## config.mk

```make
export PLATFORM = sky130hd
export DESIGN_NAME = claim_commit_slot_ring
export DESIGN_NICKNAME = d
export VERILOG_FILES = /design/src/rtl/ccsr_pkg.sv /design/src/rtl/ccsr_flag_ram.sv /design/src/rtl/ccsr_engine.sv /design/src/rtl/claim_commit_slot_ring.sv
export SDC_FILE = /design/constraint.sdc
export NUM_CORES = 1
export LEC_CHECK = 0
export ABC_AREA = 1
export BUFFER_PORTS_ARGS = -buffer_cell sky130_fd_sc_hd__buf_2
export CORE_MARGIN = 5
export CORE_UTILIZATION = 65
export CTS_CLUSTER_DIAMETER = 100
export DETAILED_ROUTE_END_ITERATION = 16
export GPL_TIMING_DRIVEN = 1
export PLACE_DENSITY = 0.82
export RECOVER_POWER = 50
export SLEW_MARGIN = 20
export SYNTH_ARGS = -nofsm -noshare
export SYNTH_HDL_FRONTEND = slang
export SYNTH_SLANG_ARGS = --single-unit
```

## constraint.sdc

```tcl
create_clock -name clk_i -period 7.5 [get_ports clk_i]
set_input_delay 1.5 -clock clk_i [delete_from_list [all_inputs] [get_ports clk_i]]
set_output_delay 1.5 -clock clk_i [all_outputs]
set_load 0.01 [all_outputs]
```

## src/rtl/ccsr_pkg.sv

```systemverilog
package ccsr_pkg;

  localparam int unsigned Slots        = 16;
  localparam int unsigned SlotW        = $clog2(Slots);
  localparam int unsigned PosW         = 64;
  localparam int unsigned MsgStateSize = 4;
  localparam int unsigned StrideW      = 17;
  localparam int unsigned OffsetW      = 20;
  localparam int unsigned OccW         = 5;
  localparam int unsigned GrantW       = 4;
  localparam int unsigned IdxW         = 4;
  localparam int unsigned StepW        = 5;
  localparam int unsigned CfgDataW     = 16;
  localparam int unsigned CfgIdxW      = 2;

  localparam logic MsgStateFree = 1'b0;
  localparam logic MsgStateBusy = 1'b1;

  typedef enum logic [2:0] {
    CMD_CLAIM       = 3'd0,
    CMD_COMMIT_SLOT = 3'd1,
    CMD_CLAIM_READ  = 3'd2,
    CMD_COMMIT_READ = 3'd3,
    CMD_READ_ONE    = 3'd4
  } cmd_e;

  typedef enum logic [1:0] {
    STS_OK      = 2'd0,
    STS_FULL    = 2'd1,
    STS_EMPTY   = 2'd2,
    STS_PENDING = 2'd3
  } status_e;

  typedef enum logic [CfgIdxW-1:0] {
    CFG_PRODUCER_MODE = 2'd0,
    CFG_LOOK_AHEAD    = 2'd1,
    CFG_MSG_BYTES     = 2'd2
  } cfg_idx_e;

  typedef enum logic {
    ST_IDLE,
    ST_EXEC
  } state_e;

  typedef struct packed {
    logic               multi_mode;
    logic [StepW-1:0]   step;
    logic [StrideW-1:0] stride;
  } cfg_t;

  typedef struct packed {
    logic             rd_en;
    logic [SlotW-1:0] rd_addr_a;
    logic [SlotW-1:0] rd_addr_b;
    logic             wr_en;
    logic [SlotW-1:0] wr_addr;
    logic             wr_data;
  } ram_req_t;

  // a <= b in wrapping position order
  function automatic logic pos_le(logic [PosW-1:0] a, logic [PosW-1:0] b);
    logic [PosW-1:0] d;
    d = b - a;
    return ~d[PosW-1];
  endfunction

endpackage

```

## src/rtl/ccsr_flag_ram.sv

```systemverilog
module ccsr_flag_ram (
  input  logic              clk_i,
  input  logic              rst_ni,
  input  ccsr_pkg::ram_req_t req_i,
  output logic              rd_a_o,
  output logic              rd_b_o
);
  import ccsr_pkg::*;

  logic             mem_q [Slots];
  logic [Slots-1:0] valid_q;
  logic             rd_a_q;
  logic             rd_b_q;

  // Busy flags; an entry never written reads as free.
  always_ff @(posedge clk_i) begin
    if (req_i.wr_en) begin
      mem_q[req_i.wr_addr] <= req_i.wr_data;
    end
    if (req_i.rd_en) begin
      rd_a_q <= valid_q[req_i.rd_addr_a] ? mem_q[req_i.rd_addr_a] : MsgStateFree;
      rd_b_q <= valid_q[req_i.rd_addr_b] ? mem_q[req_i.rd_addr_b] : MsgStateFree;
    end
  end

  always_ff @(posedge clk_i or negedge rst_ni) begin
    if (!rst_ni) begin
      valid_q <= '0;
    end else if (req_i.wr_en) begin
      valid_q[req_i.wr_addr] <= 1'b1;
    end
  end

  assign rd_a_o = rd_a_q;
  assign rd_b_o = rd_b_q;

endmodule

```

## src/rtl/ccsr_engine.sv

```systemverilog
module ccsr_engine (
  input  logic                         clk_i,
  input  logic                         rst_ni,
  input  ccsr_pkg::cfg_t               cfg_i,
  input  logic                         in_valid_i,
  output logic                         in_ready_o,
  input  logic [2:0]                   command_i,
  input  logic [ccsr_pkg::IdxW-1:0]    slot_index_i,
  output logic                         out_valid_o,
  input  logic                         out_ready_i,
  output logic [1:0]                   status_o,
  output logic [ccsr_pkg::GrantW-1:0]  granted_slot_o,
  output logic [ccsr_pkg::OffsetW-1:0] payload_offset_o,
  output logic [ccsr_pkg::OccW-1:0]    occupancy_o,
  output logic                         is_empty_o,
  output ccsr_pkg::ram_req_t           ram_req_o,
  input  logic                         rd_a_i,
  input  logic                         rd_b_i
);
  import ccsr_pkg::*;

  state_e state_q, state_d;

  logic [PosW-1:0] prod_q, prod_d;
  logic [PosW-1:0] cons_q, cons_d;
  logic [PosW-1:0] cache_q, cache_d;
  logic [PosW-1:0] next_q;
  logic [PosW-1:0] wrap_q;
  logic [2:0]      cmd_q;
  logic [SlotW-1:0] idx_q;

  logic               out_valid_q;
  status_e            status_q, status_d;
  logic [GrantW-1:0]  grant_q, grant_d;
  logic [OffsetW-1:0] offset_q, offset_d;
  logic [OccW-1:0]    occ_q, occ_d;
  logic               empty_q, empty_d;

  logic              accept;
  logic              exec_go;
  logic              grant;
  logic [SlotW-1:0]  slot;
  logic [PosW-1:0]   cache_next;
  logic [OffsetW-1:0] product;

  assign accept  = in_valid_i && in_ready_o;
  assign exec_go = (state_q == ST_EXEC) && (!out_valid_q || out_ready_i);

  always_comb begin
    cache_next = cache_q + PosW'(cfg_i.step);
  end

  // Issue flag reads at accept: port A is the look-ahead or consumer slot,
  // port B the producer slot.
  always_comb begin
    ram_req_o           = '0;
    ram_req_o.rd_en     = accept;
    ram_req_o.rd_addr_a = (cmd_e'(command_i) == CMD_CLAIM) ? cache_next[SlotW-1:0]
                                                           : cons_q[SlotW-1:0];
    ram_req_o.rd_addr_b = prod_q[SlotW-1:0];
    ram_req_o.wr_addr   = idx_q;
    ram_req_o.wr_data   = MsgStateBusy;

    state_d  = state_q;
    prod_d   = prod_q;
    cons_d   = cons_q;
    cache_d  = cache_q;
    status_d = STS_OK;
    grant    = 1'b0;
    slot     = '0;

    case (state_q)
      ST_IDLE: begin
        if (accept) begin
          state_d = ST_EXEC;
        end
      end
      ST_EXEC: begin
        if (exec_go) begin
          state_d = ST_IDLE;
          case (cmd_e'(cmd_q))
            CMD_CLAIM: begin
              grant = 1'b1;
              if (!cfg_i.multi_mode) begin
                if (pos_le(cache_q, prod_q)) begin
                  if (rd_a_i == MsgStateFree) begin
                    cache_d = next_q;
                  end else if (rd_b_i != MsgStateFree) begin
                    grant = 1'b0;
                  end
                end
              end else if (pos_le(cache_q, wrap_q)) begin
                if (pos_le(cons_q, wrap_q)) begin
                  grant = 1'b0;
                end else begin
                  cache_d = cons_q;
                end
              end
              if (grant) begin
                slot   = prod_q[SlotW-1:0];
                prod_d = prod_q + PosW'(1);
              end else begin
                status_d = STS_FULL;
              end
            end
            CMD_COMMIT_SLOT: begin
              ram_req_o.wr_en = 1'b1;
            end
            CMD_CLAIM_READ, CMD_READ_ONE: begin
              if (rd_a_i == MsgStateFree) begin
                status_d = (prod_q == cons_q) ? STS_EMPTY : STS_PENDING;
              end else begin
                ram_req_o.wr_en   = 1'b1;
                ram_req_o.wr_addr = cons_q[SlotW-1:0];
                ram_req_o.wr_data = MsgStateFree;
                grant             = 1'b1;
                slot              = cons_q[SlotW-1:0];
                if (cmd_e'(cmd_q) == CMD_READ_ONE) begin
                  cons_d = cons_q + PosW'(1);
                end
              end
            end
            CMD_COMMIT_READ: begin
              if (prod_q == cons_q) begin
                status_d = STS_EMPTY;
              end else begin
                cons_d = cons_q + PosW'(1);
              end
            end
            default: begin
            end
          endcase
        end
      end
      default: state_d = ST_IDLE;
    endcase

    product  = OffsetW'(slot) * OffsetW'(cfg_i.stride);
    grant_d  = grant ? GrantW'(slot) : '0;
    offset_d = grant ? (product + OffsetW'(MsgStateSize)) : '0;
    occ_d    = prod_d[OccW-1:0] - cons_d[OccW-1:0];
    empty_d  = (prod_d == cons_d);
  end

  assign in_ready_o = (state_q == ST_IDLE);

  always_ff @(posedge clk_i or negedge rst_ni) begin
    if (!rst_ni) begin
      state_q     <= ST_IDLE;
      prod_q      <= '0;
      cons_q      <= '0;
      cache_q     <= '0;
      out_valid_q <= 1'b0;
    end else begin
      state_q <= state_d;
      prod_q  <= prod_d;
      cons_q  <= cons_d;
      cache_q <= cache_d;
      if (exec_go) begin
        out_valid_q <= 1'b1;
      end else if (out_ready_i) begin
        out_valid_q <= 1'b0;
      end
    end
  end

  always_ff @(posedge clk_i) begin
    if (accept) begin
      cmd_q  <= command_i;
      idx_q  <= SlotW'(slot_index_i);
      next_q <= cache_next;
      wrap_q <= prod_q - PosW'(Slots);
    end
    if (exec_go) begin
      status_q <= status_d;
      grant_q  <= grant_d;
      offset_q <= offset_d;
      occ_q    <= occ_d;
      empty_q  <= empty_d;
    end
  end

  assign out_valid_o      = out_valid_q;
  assign status_o         = status_q;
  assign granted_slot_o   = grant_q;
  assign payload_offset_o = offset_q;
  assign occupancy_o      = occ_q;
  assign is_empty_o       = empty_q;

  a_accept_exec: assert property (@(posedge clk_i) disable iff (!rst_ni)
    accept |=> state_q == ST_EXEC)
    else $error("accepted transaction did not enter execute");

  a_idle_counters: assert property (@(posedge clk_i) disable iff (!rst_ni)
    state_q == ST_IDLE |=> $stable(prod_q) && $stable(cons_q))
    else $error("positions moved without a transaction");

  a_nogrant_zero: assert property (@(posedge clk_i) disable iff (!rst_ni)
    out_valid_q && status_q != STS_OK |-> grant_q == '0 && offset_q == '0)
    else $error("slot fields set on a failed transaction");

  a_empty_occ: assert property (@(posedge clk_i) disable iff (!rst_ni)
    out_valid_q && empty_q |-> occ_q == '0)
    else $error("empty ring reports occupancy");

  a_write_exec: assert property (@(posedge clk_i) disable iff (!rst_ni)
    ram_req_o.wr_en |-> exec_go)
    else $error("flag write outside execute");

endmodule

```

## src/rtl/claim_commit_slot_ring.sv

```systemverilog
// Channel  Direction  Handshake                Payload
// cfg      in         cfg_valid_i/cfg_ready_o  cfg_index_i, cfg_data_i
// in       in         in_valid_i/in_ready_o    command_i, slot_index_i
// out      out        out_valid_o/out_ready_i  status_o, granted_slot_o, payload_offset_o,
//                                              occupancy_o, is_empty_o
//
// Each command reads the busy-flag memory at accept (registered read, two read
// ports), then evaluates, writes back a flag and updates the positions in the
// execute state. A new transaction is accepted only after the last has executed.
// Reset (rst_ni low, asynchronous) clears positions, flag valid bits and
// config to mode 0, look-ahead 4, 60 payload bytes; no clearing pass.
// The result sits in an output register; one more command is accepted while
// it waits, and execution holds until the output register is taken.
// Config writes are always ready and must come only while the ring is idle.
module claim_commit_slot_ring (
  input  logic                                clk_i,
  input  logic                                rst_ni,
  input  logic                                cfg_valid_i,
  output logic                                cfg_ready_o,
  input  logic [ccsr_pkg::CfgIdxW-1:0]        cfg_index_i,
  input  logic [ccsr_pkg::CfgDataW-1:0]       cfg_data_i,
  input  logic                                in_valid_i,
  output logic                                in_ready_o,
  input  logic [2:0]                          command_i,
  input  logic [ccsr_pkg::IdxW-1:0]           slot_index_i,
  output logic                                out_valid_o,
  input  logic                                out_ready_i,
  output logic [1:0]                          status_o,
  output logic [ccsr_pkg::GrantW-1:0]         granted_slot_o,
  output logic [ccsr_pkg::OffsetW-1:0]        payload_offset_o,
  output logic [ccsr_pkg::OccW-1:0]           occupancy_o,
  output logic                                is_empty_o
);
  import ccsr_pkg::*;

  logic                mode_q;
  logic [StepW-1:0]    step_q;
  logic [CfgDataW-1:0] msg_bytes_q;
  logic [StrideW-1:0]  stride_sum;
  cfg_t                cfg;
  ram_req_t            ram_req;
  logic                rd_a;
  logic                rd_b;

  assign cfg_ready_o = 1'b1;

  // Config registers; indexes beyond the list are dropped.
  always_ff @(posedge clk_i or negedge rst_ni) begin
    if (!rst_ni) begin
      mode_q      <= 1'b0;
      step_q      <= StepW'(4);
      msg_bytes_q <= CfgDataW'(60);
    end else if (cfg_valid_i && cfg_ready_o) begin
      case (cfg_idx_e'(cfg_index_i))
        CFG_PRODUCER_MODE: mode_q      <= cfg_data_i[0];
        CFG_LOOK_AHEAD:    step_q      <= cfg_data_i[StepW-1:0];
        CFG_MSG_BYTES:     msg_bytes_q <= cfg_data_i;
        default: begin
        end
      endcase
    end
  end

  // Slot stride: payload plus the state word, rounded up to four bytes.
  assign stride_sum = StrideW'(msg_bytes_q) + StrideW'(MsgStateSize + 3);

  always_comb begin
    cfg            = '0;
    cfg.multi_mode = mode_q;
    cfg.step       = step_q;
    cfg.stride     = {stride_sum[StrideW-1:2], 2'b00};
  end

  ccsr_flag_ram u_flag_ram (
    .clk_i  (clk_i),
    .rst_ni (rst_ni),
    .req_i  (ram_req),
    .rd_a_o (rd_a),
    .rd_b_o (rd_b)
  );

  ccsr_engine u_engine (
    .clk_i            (clk_i),
    .rst_ni           (rst_ni),
    .cfg_i            (cfg),
    .in_valid_i       (in_valid_i),
    .in_ready_o       (in_ready_o),
    .command_i        (command_i),
    .slot_index_i     (slot_index_i),
    .out_valid_o      (out_valid_o),
    .out_ready_i      (out_ready_i),
    .status_o         (status_o),
    .granted_slot_o   (granted_slot_o),
    .payload_offset_o (payload_offset_o),
    .occupancy_o      (occupancy_o),
    .is_empty_o       (is_empty_o),
    .ram_req_o        (ram_req),
    .rd_a_i           (rd_a),
    .rd_b_i           (rd_b)
  );

endmodule

```

# == Word level (Yosys, flattened, before mapping) ==
# Memory sizes are Yosys's and may differ from the RTL's. A register that Yosys moved wholly into a read port is not among the register bits.
# Index checks and enable logic that the tools add are counted.
# totals
register_bits,399
latch_bits,0
mem_bits_rw,16
rom_bits,0
input_bits,30
output_inout_bits,35
word_cells,121
mem_count,1
# op_classes
n_addsub,10
multipliers,1
div_mod_pow,0
magnitude_cmp,4
eq_ne,12
n_shift,0
muxes,57
n_bitwise,2
n_reduce_logical,16
# mem_list
name,words,width,read_ports,rd_ports_with_merged_regs,write_ports,line_no,source
u_flag_ram.mem_q,16,1,2,2,1,ccsr_flag_ram.sv:10,logic mem_q [Slots];
# op_table
op,n
$mux 64,14
$sub 64x64->64,3
$add 64x1->64 const B,2
$eq 64x64->1,2
$pmux 64 s2,1
$add 64x5->64,1
$sub 64x5->64 const B,1
$mux 1,23
$add 20x3->20 const B,1
$mux 4,5
$mul 4x15->18,1
$mux 6,3
$add 16x3->17 const B,1
$or 16x16->16,1
$lt 4x5->1 const B,3
$bmux 1 s4,2
$pmux 4 s2,1
$reduce_and 7->1,1
$eq 3x2->1 const B,2
$logic_not 3->1,2
$ne 2x2->1 const B,3
$pmux 1 s2,3
$pmux 2 s3,1
$reduce_and 2->1,3
17 further kinds,22

# == Depth between registers and ports, before layout ==
# logic_depth
depth_word,13
depth_mapped,50
mapped_depth_nobuf,49

# == Hierarchy ==
# A second synthesis with hierarchy kept.
# hier_totals
hier_cells,4175
area_unflattened_um2,31741.7
# modules_own_cells
module,instances,cells_per_inst,area_per_inst_um2,seq_area_each_um2
ccsr_engine,1,3809,28796.4,9869.5
ccsr_flag_ram,1,182,1582.8,940.9
claim_commit_slot_ring,1,184,1362.6,556.8

# == Worst setup path after synthesis ==
# No wires, ideal clock.
# synth_timing
path_type,input to register
from,input out_ready_i
to,"register u_engine.offset_q[18], in the netlist u_engine.payload_offset_o[18], data pin"
setup_ns,0.255
arrival_ns,6.119
t_required_ns,7.245
setup_slack_ns,1.127
stages,26
n_path_buf,0
cell_sequence,inv_1 -> nand2_1 -> nand2_2 -> inv_1 -> nand2_1 -> inv_1 -> nand3_1 -> fa_1 -> fa_1 -> inv_1 -> fa_1 -> a21oi_1 -> o21ai_0 -> a21oi_1 -> o21ai_0 -> xor2_1 -> nor4_1 -> nand2_1 -> nor2_1 -> nand2_1 -> nor2_1 -> nand2_1 -> nor2_1 -> nand3_1 -> nand2_1 -> nor2_1
# synth_between
elab_chain_cells,6
word_cells_on_any_way,8
cone_classes,add/sub (1); mul (1); mux (4); reduce/logical (2)
# synth_lines
item,line_no,source
start: declaration,claim_commit_slot_ring.sv:27,"input logic out_ready_i,"
$logic_or 1x1->1 (*),ccsr_engine.sv:47,assign exec_go = (state_q == ST_EXEC) && (!out_valid_q || out_ready_i);
$logic_and 1x1->1 (*),ccsr_engine.sv:47,
named net u_engine.exec_go,ccsr_engine.sv:40,logic exec_go;
$mux 4,ccsr_engine.sv:79,if (exec_go) begin
$mux 4,ccsr_engine.sv:72,case (state_q)
$mul 4x15->18,ccsr_engine.sv:138,product = OffsetW'(slot) * OffsetW'(cfg_i.stride);
$add 20x3->20,ccsr_engine.sv:140,offset_d = grant ? (product + OffsetW'(MsgStateSize)) : '0;
end signal: assignment,ccsr_engine.sv:177,offset_q <= offset_d;
end: declaration,ccsr_engine.sv:35,"logic [OffsetW-1:0] offset_q, offset_d;"
# Mark *: on every way through the listed nets, which the timed path passes. The rest lies on a longest branch.
# A chain may end at the register's enable or synchronous reset.

# == Worst setup path after layout ==
# layout_timing
from,register u_engine.cons_q[40]
to,"register u_engine.offset_q[18], in the netlist u_engine.payload_offset_o[18], data pin"
# layout_between
elab_chain_cells,13
word_cells_on_any_way,16
cone_classes,add/sub (2); mul (1); mux (13)
# layout_lines
item,line_no,source
start: declaration,ccsr_engine.sv:25,"logic [PosW-1:0] cons_q, cons_d;"
start signal: assignment,ccsr_engine.sv:157,cons_q <= cons_d;
$sub 64x64->64 (*),ccsr_pkg.sv:63,d = b - a;
$mux 1 (*),ccsr_engine.sv:93,"if (pos_le(cons_q, wrap_q)) begin"
$mux 1 (*),ccsr_engine.sv:92,"end else if (pos_le(cache_q, wrap_q)) begin"
$mux 1 (*),ccsr_engine.sv:84,if (!cfg_i.multi_mode) begin
$mux 1 (*),ccsr_engine.sv:81,case (cmd_e'(cmd_q))
$mux 1 (*),ccsr_engine.sv:79,
$mux 1 (*),ccsr_engine.sv:72,
$mux 4,ccsr_engine.sv:99,if (grant) begin
$pmux 4 s2,ccsr_engine.sv:81,
$mux 4,ccsr_engine.sv:79,
$mux 4,ccsr_engine.sv:72,
$mul 4x15->18,ccsr_engine.sv:138,
$add 20x3->20,ccsr_engine.sv:140,
# Every way passes the cells marked *; elsewhere a longest branch is shown, timed or not. The select of a mux whose other input is x is not followed.

==> impl_metrics.json <==
{
  "status": "complete, but fails checks",
  "violations": "max-capacitance violations, max-slew violations",
  "dp_hpwl_um": 80800,
  "setup_tns_ns": 0,
  "multiInputGateArea_mm2": 0.0170,
  "route.detailed.drc": 0,
  "crit_buf_inv": 6,
  "ys_seq_elements": 415,
  "ys_types": 71,
  "setup_ws_ns": 0.566,
  "cp_common_cell": "nand2_1",
  "ys_seq_area_share_pct": 36.3,
  "cp_slowest_cell": "fa_1",
  "ys_top_cells_by_area": "dfrtp_1 18%, edfxtp_1 18%, nand2_1 12%, ha_1 8.9%, inv_1 6.9%",
  "hold_path_class": "register to register",
  "max_freq_mhz": 144,
  "grt_pass1_wl_um": 161000,
  "post-place-ws_ns": 0.492,
  "final_area_mm2": 0.0338,
  "final.min_clock_period_ns": 6.93,
  "worstSkewPairLatency_ns": 0.62,
  "clock-root-buffer": "clkbuf_16",
  "rsz0062_at_grt": "false",
  "n_fill_cell": 3959,
  "final-max-slew-violation-count": 174,
  "critPathMaxStageDelay_ns": 0.55,
  "async_reset_ff_share_pct": 55.9,
  "dieArea_mm2": 0.0524,
  "drt_iter0_drc": 3725,
  "cp.arrival_ns": 7.29,
  "combinationalPowerShare_pct": 32.7,
  "postLayoutCoreUtil_pct": 71.2,
  "synth_top_cell_by_area": "dfrtp_1",
  "sequentialPowerShare_pct": 38.0,
  "regArea_mm2": 0.0113,
  "ys.flop_type": "dfrtp_1",
  "layout.nets": 4490,
  "antenna_found_initial": 0,
  "critPathLaunchType": "register",
  "yosys.area.top_type_share_pct": 18.3,
  "synth_edf_count": 183,
  "cp.required_ns": 7.86,
  "drt-met1-wl_um": 40600,
  "synth_area_per_cell_um2": 7.55,
  "finClkSkew_ns": 0.0238,
  "worstSetupEndpointType": "register",
  "via_count": 29500,
  "fin_cells": 4865,
  "r2r-start": "u_engine.cons_q[40]",
  "syn_inst": 4123,
  "die_h_um": 229,
  "drv_cap": 2,
  "clock_power_share_pct": 29.4,
  "clkTransAtPathRegs_ns": 0.06,
  "grt_max_degree": 140,
  "p_leak_nw": 15.9,
  "min-delay-start": "u_flag_ram.valid_q[11]",
  "wl_um": 105000,
  "sw_frac_of_total_pct": 38.4,
  "hold_depth": 1,
  "gp_congestion": 1.09,
  "top_layer_used": "met4",
  "internal_power_mw": 5.18,
  "area_growth_pct": 8.74,
  "slew_headroom_pct": -289,
  "antenna-diode-count": 0,
  "viasPerCell": 6.07,
  "grt_pass1_vias": 28100,
  "rows": 80,
  "powerDensity_mw_per_mm2": 249,
  "wl_per_cell_um": 21.5,
  "cts.sinks": 415,
  "reg2reg_to": "u_engine.payload_offset_o[18]",
  "crit_family": "simple AND/OR/NAND/NOR gates",
  "dp_cells": 4775,
  "cts_max_level": 2,
  "postPlaceCellArea_mm2": 0.0323,
  "reg2reg_slack_ns": 0.57,
  "start_util_pct": 65.5,
  "numCtsBuffers": 48,
  "first_pass_iters": 9,
  "overflow": 0,
  "port_buffers": 61,
  "synth_area_mm2": 0.0311,
  "hold_violations": 0,
  "cp_max_fo": 11,
  "r2r_cells": 40,
  "synth_commonest_cells": "1022 x nand2_1, 573 x inv_1, 418 x nor2_1",
  "vdd_drop_max_uv": 278,
  "clock_path_buffers": 3,
  "worst_pin_slew_ns": 5.84,
  "drtAntennaViolNets": 0,
  "die_w_um": 229,
  "ys.warnings.count": 0,
  "met2_length_um": 45500,
  "io_pins": 65,
  "drive_gt1_share_pct": 8.45,
  "net-switching-power_mw": 3.23,
  "synth.most_common_cell": "nand2_1",
  "setup_viol_count_final": 0,
  "min_to": "u_flag_ram.valid_q[11]",
  "critPathKind": "register to register",
  "wl_met3_um": 12200,
  "fin_crit_sh_pct": 92.5,
  "grt_use_total_pct": 39.2,
  "cts_tree": "built",
  "core_area_mm2": 0.0475
}
flip-flops by register name (all words and copies together) (netlist names):
| name | cells |
|---|---|
| mode_q | 1 |
| u_engine.is_empty_o | 1 |
| u_engine.status_o | 2 |
| msg_bytes_q | 16 |
| u_engine.cmd_q | 3 |
| u_engine.occupancy_o | 5 |
| u_flag_ram.mem_q | 16 |
| u_engine.next_q | 64 |
| u_engine.cache_q | 64 |
| u_flag_ram.rd_b_o | 1 |
| u_engine.state_q | 1 |
| u_engine.granted_slot_o | 4 |
| u_flag_ram.valid_q | 16 |
| u_flag_ram.rd_a_o | 1 |
| u_engine.payload_offset_o | 18 |
| u_engine.cons_q | 64 |
| u_engine.wrap_q | 64 |
| u_engine.prod_q | 64 |
| u_engine.idx_q | 4 |
| step_q | 5 |
| u_engine.out_valid_o | 1 |
how the worst max path moves through the flow:
stage	startpoint	end	slack, ns	depth (start not counted)
6_report	u_engine.cons_q[40]	u_engine.payload_offset_o[18]	0.57	40
5_1_grt	u_engine.cons_q[42]	u_engine.payload_offset_o[18]	0.007	39
4_1_cts	u_engine.cons_q[2]	u_engine.payload_offset_o[18]	0.45	42
3_5_place_dp	u_engine.cons_q[42]	u_engine.payload_offset_o[18]	0.49	39
3_3_place_gp	u_engine.cons_q[56]	u_engine.payload_offset_o[18]	0.64	41
2_1_floorplan	out_ready_i	u_engine.payload_offset_o[18]	1.13	26
logic make-up after synthesis:
family,share of synthesized area [%]
simple gates,29.6
buf+inv,9.13
compound gates,8.20
flops,36.3
fa+ha+maj,10.7
xor+xnor,5.89
mux,0.109
other cells,0.0241
worst register-to-register path, delay by kind of cell (launching register included):
kind | cells | cell delay [ns]
simple gates | 23 | 2.55
fa+ha+maj | 4 | 1.72
compound gates | 6 | 1.09
buf+inv | 6 | 0.70
flops | 1 | 0.44
xor+xnor | 1 | 0.20
area by class of cell:
cell class                 count  area share [%]
multi-input combinational   2981            50.1
sequential                   415            33.4
inverter                     637            7.09
clock buffer                  60            3.81
timing repair buffer         127            2.30
tap                          615            2.27
clock inverter                30            1.00
repair_timing:
item	4_1_cts	5_1_grt
setup buffers	0	0
endpoints found under the setup margin	0	4
resized for setup	0	5
hold buffers	0	0
power by group through the flow:
stage               Sequential (mW)  Clock [mW]  Combinational, mW
detailed placement             3.21           0               2.65
floorplan                      3.14           0               1.87
global placement               3.20           0               2.58
CTS                            3.18        2.48               2.70
finish                         3.19        2.47               2.75
global route                   3.24        2.59               3.06
metrics by stage:
step | hold WS (ns) | power [mW]
after floorplan | 0.434 | 5.01
after global placement | 0.444 | 5.78
after detailed placement | 0.457 | 5.87
after CTS | 0.472 | 8.36
after global routing | 0.490 | 8.89
final | 0.469 | 8.42
routing by layer:
| layer | global-route usage [%] | up-vias |
|---|---|---|
| met5 | 0 | - |
| met4 | 18.8 | 0 |
| met3 | 8.77 | 353 |
| met2 | 60.2 | 1843 |
| met1 | 52.9 | 13700 |
| li1 | - | 13700 |
placed cells by master (no fill, tap or decap), types with 12 or more instances in the layout:
cell | netlist | routed
o21ai_1 | 12 | 13
nand4_1 | 99 | 99
clkbuf_16 | 0 | 50
nand2_1 | 1022 | 1022
nor4_1 | 44 | 43
nand3_1 | 238 | 240
edfxtp_1 | 183 | 183
clkinv_2 | 2 | 14
buf_2 | 35 | 39
clkbuf_1 | 40 | 35
xor2_1 | 196 | 196
dfrtp_1 | 227 | 226
inv_2 | 53 | 52
nor2_2 | 27 | 25
nor2_4 | 12 | 12
fa_1 | 28 | 28
nor3_1 | 132 | 133
nand2_2 | 21 | 21
buf_4 | 12 | 61
clkinv_1 | 9 | 13
o21ai_0 | 163 | 163
o211ai_1 | 66 | 66
inv_1 | 573 | 572
nor2_1 | 418 | 420
ha_1 | 222 | 222
or2_2 | 17 | 17
a21oi_1 | 137 | 137
Power figures use the tool's default switching activity.
